==> config.mk <==
export PLATFORM = sky130hd
export DESIGN_NAME = gsa_csr
export DESIGN_NICKNAME = d
export VERILOG_FILES = /design/src/design/generational_slot_allocator_core_assert.svh /design/src/design/gsa_pkg.sv /design/src/design/gsa_csr.sv
export SDC_FILE = /design/constraint.sdc
export NUM_CORES = 1
export LEC_CHECK = 0
export BUFFER_PORTS_ARGS = -buffer_cell sky130_fd_sc_hd__buf_2
export CELL_PAD_IN_SITES_DETAIL_PLACEMENT = 0
export CELL_PAD_IN_SITES_GLOBAL_PLACEMENT = 2
export CORE_ASPECT_RATIO = 0.5
export CORE_MARGIN = 1
export CORE_UTILIZATION = 20
export DETAILED_ROUTE_END_ITERATION = 8
export GPL_TIMING_DRIVEN = 1
export PLACE_DENSITY_LB_ADDON = 0.1
export SYNTH_ARGS = -nofsm -noshare
export SYNTH_HDL_FRONTEND = slang
export SYNTH_SLANG_ARGS = --single-unit
export TNS_END_PERCENT = 100
==> constraint.sdc <==
create_clock -name clock -period 1.4 [get_ports clock]
set_input_delay 0.28 -clock clock [delete_from_list [all_inputs] [get_ports clock]]
set_output_delay 0.28 -clock clock [all_outputs]
set_load 0.05 [all_outputs]
==> src/design/generational_slot_allocator_core_assert.svh <==
// Assertion macros for the generational slot allocator.
// Used by the top level; no dependencies.
`ifndef GENERATIONAL_SLOT_ALLOCATOR_CORE_ASSERT_SVH
`define GENERATIONAL_SLOT_ALLOCATOR_CORE_ASSERT_SVH

// Property that holds at every clock edge outside reset.
`define GSA_ASSERT_HOLDS(label, clk, rst, prop) \
   label: assert property (@(posedge clk) disable iff (rst) (prop)) \
      else $error("gsa: invariant violated");

// Antecedent implies consequent, checked outside reset.
`define GSA_ASSERT_IMPLIES(label, clk, rst, ante, cons) \
   label: assert property (@(posedge clk) disable iff (rst) (ante) |-> (cons)) \
      else $error("gsa: implication violated");

`endif

==> src/design/gsa_pkg.sv <==
// Package for the generational slot allocator: field widths, reset values,
// action and register codes, configuration struct. No dependencies.
`default_nettype none

package gsa_pkg;

   localparam int SLOT_COUNT_DEF = 64;

   localparam int ACT_W     = 2;
   localparam int JNT_W     = 16;
   localparam int HIDX_W    = 8;
   localparam int GEN_W     = 32;
   localparam int LIM_W     = 7;
   localparam int TALLY_W   = 32;
   localparam int CSR_ADDR_W = 3;
   localparam int CSR_DATA_W = 32;

   localparam logic [LIM_W-1:0] LIVE_LIMIT_RST   = 7'd64;
   localparam logic [JNT_W-1:0] JOINT_BUDGET_RST = 16'hFFFF;

   typedef enum logic [ACT_W-1:0] {
      ACT_CREATE  = 2'd0,
      ACT_DESTROY = 2'd1,
      ACT_RESOLVE = 2'd2,
      ACT_NONE    = 2'd3
   } gsa_action_type;

   typedef enum logic {
      REG_LIVE_LIMIT   = 1'b0,
      REG_JOINT_BUDGET = 1'b1
   } gsa_reg_type;

   typedef struct packed {
      logic [LIM_W-1:0] live_limit;
      logic [JNT_W-1:0] joint_budget;
   } gsa_cfg_type;

endpackage

`default_nettype wire

==> src/design/gsa_csr.sv <==
// APB-style configuration registers: live limit and joint budget.
// Depends on gsa_pkg.
`default_nettype none

module gsa_csr (
   input  wire                                 clock,
   input  wire                                 reset,
   input  wire                                 psel,
   input  wire                                 penable,
   input  wire                                 pwrite,
   input  wire  [gsa_pkg::CSR_ADDR_W-1:0]      paddr,
   input  wire  [gsa_pkg::CSR_DATA_W-1:0]      pwdata,
   output logic [gsa_pkg::CSR_DATA_W-1:0]      prdata,
   output logic                                pready,
   output gsa_pkg::gsa_cfg_type                cfg
);

   gsa_pkg::gsa_cfg_type cfg_ff;
   gsa_pkg::gsa_cfg_type cfg_in;
   gsa_pkg::gsa_reg_type reg_sel;
   logic                 wr_beat;

   assign reg_sel = gsa_pkg::gsa_reg_type'(paddr[gsa_pkg::CSR_ADDR_W-1]);
   assign wr_beat = psel && penable && pwrite && pready;
   assign pready  = 1'b1;
   assign cfg     = cfg_ff;

   always_comb begin
      cfg_in = cfg_ff;
      prdata = '0;
      case (reg_sel)
         gsa_pkg::REG_LIVE_LIMIT: begin
            prdata = gsa_pkg::CSR_DATA_W'(cfg_ff.live_limit);
            if (wr_beat) begin
               cfg_in.live_limit = pwdata[gsa_pkg::LIM_W-1:0];
            end
         end
         gsa_pkg::REG_JOINT_BUDGET: begin
            prdata = gsa_pkg::CSR_DATA_W'(cfg_ff.joint_budget);
            if (wr_beat) begin
               cfg_in.joint_budget = pwdata[gsa_pkg::JNT_W-1:0];
            end
         end
         default: begin
            prdata = '0;
         end
      endcase
   end

   always_ff @(posedge clock) begin
      if (reset) begin
         cfg_ff.live_limit   <= gsa_pkg::LIVE_LIMIT_RST;
         cfg_ff.joint_budget <= gsa_pkg::JOINT_BUDGET_RST;
      end else begin
         cfg_ff <= cfg_in;
      end
   end

endmodule

`default_nettype wire
==> run metrics, run 1 <==
outcome=finished clean; Achievable Freq=about 750 MHz; via count=around 1000; CTS tree=done; hold crit path type=input pin to flop; pre-CTS WS=-0.0613 ns; max reg flops=23; # fillers=between 600 and 700; sequential share of the synthesized area=0.363; PwrDens=approximately 1000 nW/um^2; Post-Syn Area=1270 sq um; crit-path max FO=3; Final Cycle Share=0.952; DRT iter0 DRCs=45; H-tree Lvls=1; Yosys top cell by area=dfxtp_1; Post-Syn Instances=138; routability cong.=approximately 0.6; antenna-violating nets left=0; clock sink count=23; Final Net Count=235; final wirelength=2.89 mm; Synth area leaders=dfxtp_1, mux2i_1, buf_4, nor2_1, mux2_2; CP Capture Type=output pin; Avg Inst Size Synth=~9 sq um; Syn. warnings=0; largest net degree at the start of global routing=46; Root Driver=clkbuf_16; fin crit period=approximately 1.3 ns; remaining global-route overflow=0; max cap viols=0; layout cells sized above 1=0.438; Initial Util=0.208; area grow syn2layout=32.5%; CP Launch Type=flop; setup ws final=around 0.067 ns; Clock Skew=0 ns; core box area=approximately 6100 sq um; CP required=1.12 ns; Leak Pwr=0.707 nW; Yosys cell types=14; n_diodes=0; Arrival @ worst endpoint=between 1 and 1.5 ns; Hold Violations, Final=0; IO Port Bufs=60; Post-DP HPWL=roughly 2.1 mm; Post-CTS Setup Inserts=0; GRT Resource Usage Total=0.0872; Die Footprint=~6700 sq um; Ports=between 90 and 100; Clk Latency, worst-skew pair=between 0.2 and 0.3 ns; first-pass GRT wire length=4.37 mm; total CTS buffers=3; antenna violations before repair=0; storage element area=460 sq um; vias per std cell=3.68; Final Cell Area=1680 sq um; TritonRoute pass-1 iters=4; Avg WL per Cell=~10 um; CTS clk-pin slew, worst paths=~0.06 ns; CP Class=flop to output pin; clk buf depth=2; DRC violations left=0; top cell type's share of synthesized area=0.363; via count of the first global-routing pass=882; max-slew violations=0; Synth Register Bits=23; Setup-failing EPs final=0; RSZ-0062 raised after global routing=false; multi-input logic area=662 sq um; Hold-fix buffers, CTS=0; Peak VDD IR=between 500 and 600 uV; die span in y=a little under 60 um; Die X=about 110 um; Placed Area=1600 sq um; # rows=20
[path summary, 6_finish.rpt]
path	startpoint	endpoint	slack, ns	depth (start not counted)
worst max-delay path	cfg[17]$_SDFFE_PP0P_	prdata[1]	0.07	2
worst min register to register	cfg[20]$_SDFFE_PP0P_	cfg[20]$_SDFFE_PP0P_	0.49	2
worst min-delay path	pwdata[15]	cfg[15]$_SDFFE_PP1P_	0.28	3
worst max register to register	cfg[17]$_SDFFE_PP0P_	cfg[17]$_SDFFE_PP0P_	0.77	2
[cells in the final DEF (no fill, tap or decap)]
cell       synthesis  layout
mux2_2             7       7
dfxtp_1           23      23
buf_4             17       2
and2_2             0       9
nand2b_1          12      12
nor2_1            33      33
buf_2              1      59
and4_4             1       1
clkbuf_1           5       1
and4b_2            1       1
mux2i_1           23      23
conb_1             2      17
buf_12             2       3
clkbuf_16          0       3
[layout make-up]
class / count / area share
timing repair buffer: 64 / 0.220
sequential: 23 / 0.274
tap: 88 / 0.0655
clock buffer: 4 / 0.0469
multi-input combinational: 103 / 0.394
[what timing repair did]
item | 4_1_cts | 5_1_grt
endpoints found under the hold margin | 0 | 0
endpoints found under the setup margin | 14 | 0
resized for setup | 1 | 0
[critical path: stages, from the launching register on]
cell,delay (ns)
dfxtp_1,0.33
mux2_2,0.26
buf_2,0.21
[per-layer routing]
metal | up-vias | GRT usage | part of all wire
met5 | - | 0 | 0
met4 | 0 | 0.0167 | 0.0079
met3 | 2 | 0.0288 | 0.065
met2 | 43 | 0.149 | 0.46
met1 | 472 | 0.109 | 0.47
li1 | 520 | - | -
[stage by stage]
stage	std cells	total power [mW]	utilization	hold slack (ns)	TNS, ns
CTS	282	1.79	0.275	0.280	0
global route	282	1.85	0.275	0.288	0
global placement	278	1.15	0.262	0.479	-0.575
floorplan	153	1.09	-	0.435	0
detailed placement	278	1.15	0.262	0.488	-0.684
finish	282	1.75	0.275	0.280	0
[cells in the mapped netlist, drive strengths merged]
| cell type | instances |
|---|---|
| dfxtp | 23 |
| nor2 | 33 |
| mux2i | 23 |
| clkbuf | 5 |
| and2 | 9 |
| and4b | 1 |
| mux2 | 7 |
| and4 | 1 |
| nand2b | 12 |
| conb | 2 |
| buf | 22 |
[power by group]
| group | leakage, nW | switching (mW) | internal, mW |
|---|---|---|---|
| Sequential | 0.187 | 0.0101 | 0.669 |
| Clock | 0.0382 | 0.232 | 0.388 |
| Combinational | 0.482 | 0.337 | 0.115 |
[cells by family after synthesis]
| kind of cell | synth area share |
|---|---|
| AND/OR/NAND/NOR | 0.219 |
| other | 0.00592 |
| flip-flops | 0.363 |
| multiplexers | 0.244 |
| buffers and inverters | 0.169 |
No activity file was read; power rests on OpenSTA's default activity.
==> run 2: changes to the inputs <==
--- a/config.mk
+++ b/config.mk
@@ -5,13 +5,15 @@
 export SDC_FILE = /design/constraint.sdc
 export NUM_CORES = 1
 export LEC_CHECK = 0
+export ABC_AREA = 1
 export BUFFER_PORTS_ARGS = -buffer_cell sky130_fd_sc_hd__buf_2
 export CELL_PAD_IN_SITES_DETAIL_PLACEMENT = 0
 export CELL_PAD_IN_SITES_GLOBAL_PLACEMENT = 2
 export CORE_ASPECT_RATIO = 0.5
 export CORE_MARGIN = 1
-export CORE_UTILIZATION = 20
+export CORE_UTILIZATION = 19
 export DETAILED_ROUTE_END_ITERATION = 8
+export GPL_ROUTABILITY_DRIVEN = 0
 export GPL_TIMING_DRIVEN = 1
 export PLACE_DENSITY_LB_ADDON = 0.1
 export SYNTH_ARGS = -nofsm -noshare
==> run 2 against run 1 <==
Compared with the run above:
- final cell count up 16%
- critical path depth up 3
- sequential share of layout area down 0.24 points
- clock power up 2%
- synthesized cell count up 29%
==> run metrics, run 2 <==
final wirelength=3.58 mm (+24%); RSZ-0062 raised after global routing=false; Ports=96 (unchanged); Setup crit end=prdata[6]; Final Cell Area=1700 sq um (+0.89%); Synth area leaders=dfxtp_1, nand2_1, buf_4, nand3_2, nand2_2; outcome=finished clean; DP Cell Count=322 (+16%); Placed Area=1620 sq um (+1.0%); # resized after CTS=0 (-1); die span in y=59.9 um (+2.7%); post-route setup TNS=0 ns (unchanged); Async SR Flop Fraction=0 (unchanged); most frequent cells in the layout=buf_2, nand2_1, dfxtp_1, conb_1, inv_1; non-filler instance count after layout=326 (+16%); Post-synth top cells=nand2_1, dfxtp_1, buf_4, inv_1, nand3_1; remaining global-route overflow=0 (unchanged); Yosys top cell by area=dfxtp_1; Synth Register Bits=23 (unchanged); post-layout util=0.271 (-0.00421); H-tree Lvls=1 (unchanged); area grow syn2layout=33.2%; Post-CTS Setup Inserts=0 (unchanged); max-slew violations=0 (unchanged); Root Driver=clkbuf_16; # fillers=711 (+3.3%); DRT iter0 DRCs=34 (-24%); sequential share of the synthesized area=0.361 (-0.00143); CTS clk-pin slew, worst paths=0.07 ns (about the same); reg2reg setup slack=0.82 ns (+0.05 ns); Final Net Count=279 (+19%); worst hold margin=0.231 ns (-0.0486 ns); clock share of power=0.341 (-0.013); Post-Syn Instances=178 (+29%); Initial Util=0.204 (-0.00419); CP Launch Type=input pin; Avg WL per Cell=11.0 um (+6.9%); critical path launch point=paddr[2]; via count=1192 (+15%); Avg Inst Size Synth=7.16 sq um (-22%); Comb pwr share=0.286 (+0.028); IO Port Bufs=60 (unchanged); most frequent cell after synthesis=nand2_1; layout cells sized above 1=0.408 (-0.0306); Net Switching=0.692 mW (+20%); hold crit path type=input pin to flop; fin crit period=1.28 ns (-0.0526 ns); Die X=118 um (+2.8%); reg-to-reg critical path endpoint=cfg[22]$_SDFFE_PP1P_; Clock Skew=0 ns (unchanged); Peak VDD IR=382 uV (-33%); total CTS buffers=3 (unchanged); CP Capture Type=output pin; Setup-failing EPs final=0 (unchanged); Primary FF master, synth=dfxtp_1; CP required=1.12 ns (about the same); most common cell after layout, fill and taps aside=buf_2; Achievable Freq=781 MHz (+4.1%); antenna violations before repair=0 (unchanged); clock sink count=23 (unchanged); CP Class=input pin to output pin; number of synthesized flops with an enable pin=0 (unchanged); Flop pwr share=0.373 (-0.015); CTS tree=done; n_diodes=0 (unchanged); GRT Resource Usage Total=0.104 (+0.0166); crit-path max FO=12 (+9); largest net degree at the start of global routing=24 (-48%); Hold-fix buffers, CTS=0 (unchanged); Yosys cell types=18 (+4); DRC violations left=0 (unchanged); Post-Syn Area=1270 sq um (+0.39%); R2R cell count=2 (unchanged); vias per std cell=3.66 (-0.57%); sw frac=0.371 (+0.0404); P_int=1.17 mW (+0.16%); Post-DP HPWL=2.56 mm (+20%); Hold Violations, Final=0 (unchanged); max cap viols=0 (unchanged); # rows=20 (unchanged); first-pass GRT wire length=5.44 mm (+25%); via count of the first global-routing pass=1018 (+15%); PwrDens=1100 nW/um^2 (+5.6%); core box area=6260 sq um (+2.5%); Worst R2R Start=cfg[22]$_SDFFE_PP1P_; Syn. warnings=0 (unchanged); clk buf depth=2 (unchanged); Clk Latency, worst-skew pair=0.26 ns (about the same); Final Cycle Share=0.914 (-0.0376); max reg flops=23 (unchanged); TritonRoute pass-1 iters=4 (unchanged); antenna-violating nets left=0 (unchanged); Arrival @ worst endpoint=1.00 ns (-0.05 ns); Leak Pwr=0.931 nW (+32%); Die Footprint=7060 sq um (+5.5%); top cell type's share of synthesized area=0.361 (-0.00143)
-- run 2: final cells by class --
cell class	instances	area [sq um]	area share
clock inverters	1	5.00	0.00295
flip-flops and latches	23	460	0.271
well taps	88	110	0.0649
inverters	18	67.6	0.0398
repair buffers	65	350	0.206
multi-input cells	128	628	0.370
clock buffers	3	75.1	0.0442
-- run 2: critical path, cell delays in order --
cell	delay (ns)
buf_2	0.11
inv_2	0.20
nand2_1	0.08
nand2_1	0.06
buf_2	0.26
-- run 2: per-stage QoR --
stage	worst slack, ns	power (mW)
finish	0.120	1.87
global route	0.0170	1.96
CTS	0.0831	1.91
detailed placement	0.0840	1.25
global placement	0.0799	1.25
floorplan	0.0228	1.16
-- run 2: routing by layer --
layer / vias up / routed length [um] / track usage
li1: 622 / - / -
met1: 523 / 1770 / 0.136
met2: 45 / 1550 / 0.162
met3: 2 / 218 / 0.0344
met4: 0 / 34 / 0.0330
met5: - / 0 / 0
-- run 2: power by group through the flow --
stage | Sequential [mW] | Clock, mW | Combinational [mW]
2_1_floorplan | 0.791 | 0 | 0.372
3_3_place_gp | 0.711 | 0 | 0.541
3_5_place_dp | 0.712 | 0 | 0.541
4_1_cts | 0.697 | 0.669 | 0.541
5_1_grt | 0.700 | 0.696 | 0.569
6_report | 0.696 | 0.635 | 0.534
-- run 2: worst min path at each step --
stage,slack [ns],cells after the start,start,end
after floorplan,0.41,2,pwdata[0],cfg[0]$_SDFFE_PP1P_
after global placement,0.46,2,cfg[15]$_SDFFE_PP1P_,cfg[15]$_SDFFE_PP1P_
after detailed placement,0.47,2,cfg[3]$_SDFFE_PP1P_,cfg[3]$_SDFFE_PP1P_
after CTS,0.23,3,pwdata[15],cfg[15]$_SDFFE_PP1P_
after global routing,0.24,3,pwdata[15],cfg[15]$_SDFFE_PP1P_
final,0.23,3,pwdata[15],cfg[15]$_SDFFE_PP1P_
-- run 2: cell families (layout without fill, tap and decap cells) --
logic type	Yosys count	after routing	synth area share
AND/OR/NAND/NOR	110	110	0.439
buffers and inverters	42	87	0.190
AO/OA/AOI/OAI	1	1	0.00393
other	2	17	0.00590
flip-flops	23	23	0.361
==> run 3: changes to the inputs <==
--- a/config.mk
+++ b/config.mk
@@ -8,10 +8,10 @@
 export ABC_AREA = 1
 export BUFFER_PORTS_ARGS = -buffer_cell sky130_fd_sc_hd__buf_2
 export CELL_PAD_IN_SITES_DETAIL_PLACEMENT = 0
-export CELL_PAD_IN_SITES_GLOBAL_PLACEMENT = 2
+export CELL_PAD_IN_SITES_GLOBAL_PLACEMENT = 1
 export CORE_ASPECT_RATIO = 0.5
 export CORE_MARGIN = 1
-export CORE_UTILIZATION = 19
+export CORE_UTILIZATION = 26
 export DETAILED_ROUTE_END_ITERATION = 8
 export GPL_ROUTABILITY_DRIVEN = 0
 export GPL_TIMING_DRIVEN = 1
==> run 3 against run 2 <==
Compared with the run above:
- total power shrank 12%
- clock power shrank 34%
- design area down 5.2%
==> run metrics, run 3 (same netlist as run 2, synthesis figures left out) <==
outcome=finished clean; Achievable Freq=766 MHz (-2.0%); # rows=17 (-15%); most common cell after layout, fill and taps aside=buf_2; via count of the first global-routing pass=998 (-2.0%); Hold-fix buffers, CTS=0 (unchanged); hold crit path type=input pin to flop; CP Launch Type=flop; Arrival @ worst endpoint=1.03 ns (+0.03 ns); largest net degree at the start of global routing=24 (unchanged); final wirelength=3.04 mm (-15%); worst path bufs/invs=1 (-2); max reg flops=23 (unchanged); P_int=0.985 mW (-16%); max cap viols=0 (unchanged); Final Net Count=277 (-0.72%); Net Switching=0.649 mW (-6.2%); Comb pwr share=0.319 (+0.033); antenna violations before repair=0 (unchanged); Crit-path slowest cell=dfxtp_1; max-slew violations=0 (unchanged); TritonRoute pass-1 iters=4 (unchanged); post-route setup TNS=0 ns (unchanged); Post-DP HPWL=2.20 mm (-14%); PwrDens=1020 nW/um^2 (-7.6%); setup ws final=0.0944 ns (-0.0257 ns); remaining global-route overflow=0 (unchanged); sw frac=0.397 (+0.0265); RSZ-0062 raised after global routing=false; via count=1159 (-2.8%); area grow syn2layout=26.2%; Hold Violations, Final=0 (unchanged); Clk Latency, worst-skew pair=0.26 ns (about the same); Peak VDD IR=341 uV (-11%); total design power=1.63 mW (-12%); die span in y=51.5 um (-14%); clk buf depth=2 (unchanged); Setup-failing EPs final=0 (unchanged); DRC violations left=0 (unchanged); family with the most delay on the worst path=flip-flops; pre-CTS WS=0.0809 ns (-0.00306 ns); fin crit period=1.31 ns (+0.0257 ns); CP Capture Type=output pin; vias per std cell=3.84 (+5.0%); Die X=101 um (-14%); H-tree Lvls=1 (unchanged); Final Cycle Share=0.933 (+0.0183); Worst path max stage delay=0.39 ns (+0.13 ns); first-pass GRT wire length=4.84 mm (-11%); total CTS buffers=3 (unchanged); n_diodes=0 (unchanged); Die Footprint=5200 sq um (-26%); crit-path max FO=3 (-9); DRT iter0 DRCs=13 (-62%); antenna-violating nets left=0 (unchanged); most frequent cells in the layout=buf_2, nand2_1, dfxtp_1, conb_1, inv_1; clock share of power=0.256 (-0.085); CP dominant cell by count=nand2_1; Flop pwr share=0.426 (+0.053); Root Driver=clkbuf_8; # fillers=523 (-26%); CP required=1.12 ns (about the same); clock sink count=23 (unchanged); GRT Resource Usage Total=0.124 (+0.0206); Leak Pwr=0.898 nW (-3.5%); worst-path cell chain=nand2_1 -> nand2_1 -> buf_2; CP Class=flop to output pin; Ports=96 (unchanged); IO Port Bufs=60 (unchanged); CTS clk-pin slew, worst paths=0.08 ns (about the same); Initial Util=0.280 (+0.0762); core box area=4550 sq um (-27%); Clock Skew=0 ns (unchanged); Avg WL per Cell=10.1 um (-8.3%); layout cells sized above 1=0.398 (-0.00926); CTS tree=done
==> run 3: changes by cell type in the layout (fill, tap and decap cells not counted) <==
| cell | change |
|---|---|
| buf_12 | -1 |
| buf_4 | -1 |
| clkbuf_1 | +1 |
| clkbuf_16 | -3 |
| clkbuf_8 | +3 |
| inv_2 | -1 |
==> run 3: worst reg2reg max path: stages, from the launching register on <==
cell	delay [ns]
dfxtp_1	0.33
o21ai_0	0.07
nand3_1	0.08
==> run 3: metal layers <==
| metal | part of all wire | GRT usage | vias up |
|---|---|---|---|
| li1 | - | - | 616 |
| met1 | 0.48 | 0.154 | 489 |
| met2 | 0.44 | 0.220 | 52 |
| met3 | 0.076 | 0.0349 | 2 |
| met4 | 0.0059 | 0.0217 | 0 |
| met5 | 0 | 0 | - |
==> run 3: worst paths after layout <==
path                              from              endpoint  slack [ns]  cells after the start
setup / recovery   cfg[6]$_SDFFE_PP1P_             prdata[6]        0.09                      3
hold / removal              pwdata[15]  cfg[15]$_SDFFE_PP1P_        0.23                      3
setup reg to reg  cfg[22]$_SDFFE_PP1P_  cfg[22]$_SDFFE_PP1P_        0.81                      2
hold reg to reg    cfg[0]$_SDFFE_PP1P_   cfg[0]$_SDFFE_PP1P_        0.48                      2
==> run 3: per-stage QoR <==
step | std cells | area [sq um] | hold slack [ns] | utilization
global placement | 298 | 1560 | 0.461 | 0.343
detailed placement | 298 | 1560 | 0.466 | 0.343
CTS | 302 | 1610 | 0.221 | 0.353
floorplan | 193 | 1330 | 0.406 | -
global route | 302 | 1610 | 0.227 | 0.353
finish | 302 | 1610 | 0.228 | 0.353
==> run 3: repair_timing <==
item / 4_1_cts / 5_1_grt
buffers inserted: 0 / 0
resized for setup: 0 / 1
setup endpoints to repair: 0 / 2
==> run 3: power by group through the flow <==
stage,clock [mW],sequential (mW),combinational [mW]
final,0.418,0.696,0.521
after global routing,0.469,0.699,0.561
after CTS,0.442,0.696,0.526
after detailed placement,0,0.711,0.525
after global placement,0,0.711,0.524
after floorplan,0,0.791,0.372
==> run 3: area by class of cell <==
type,count,area (sq um),area share
multi-input cells,128,628,0.391
well taps,66,82.6,0.0514
flip-flops and latches,23,460,0.286
inverters,18,68.8,0.0428
clock buffers,4,45.0,0.0280
repair buffers,63,323,0.201
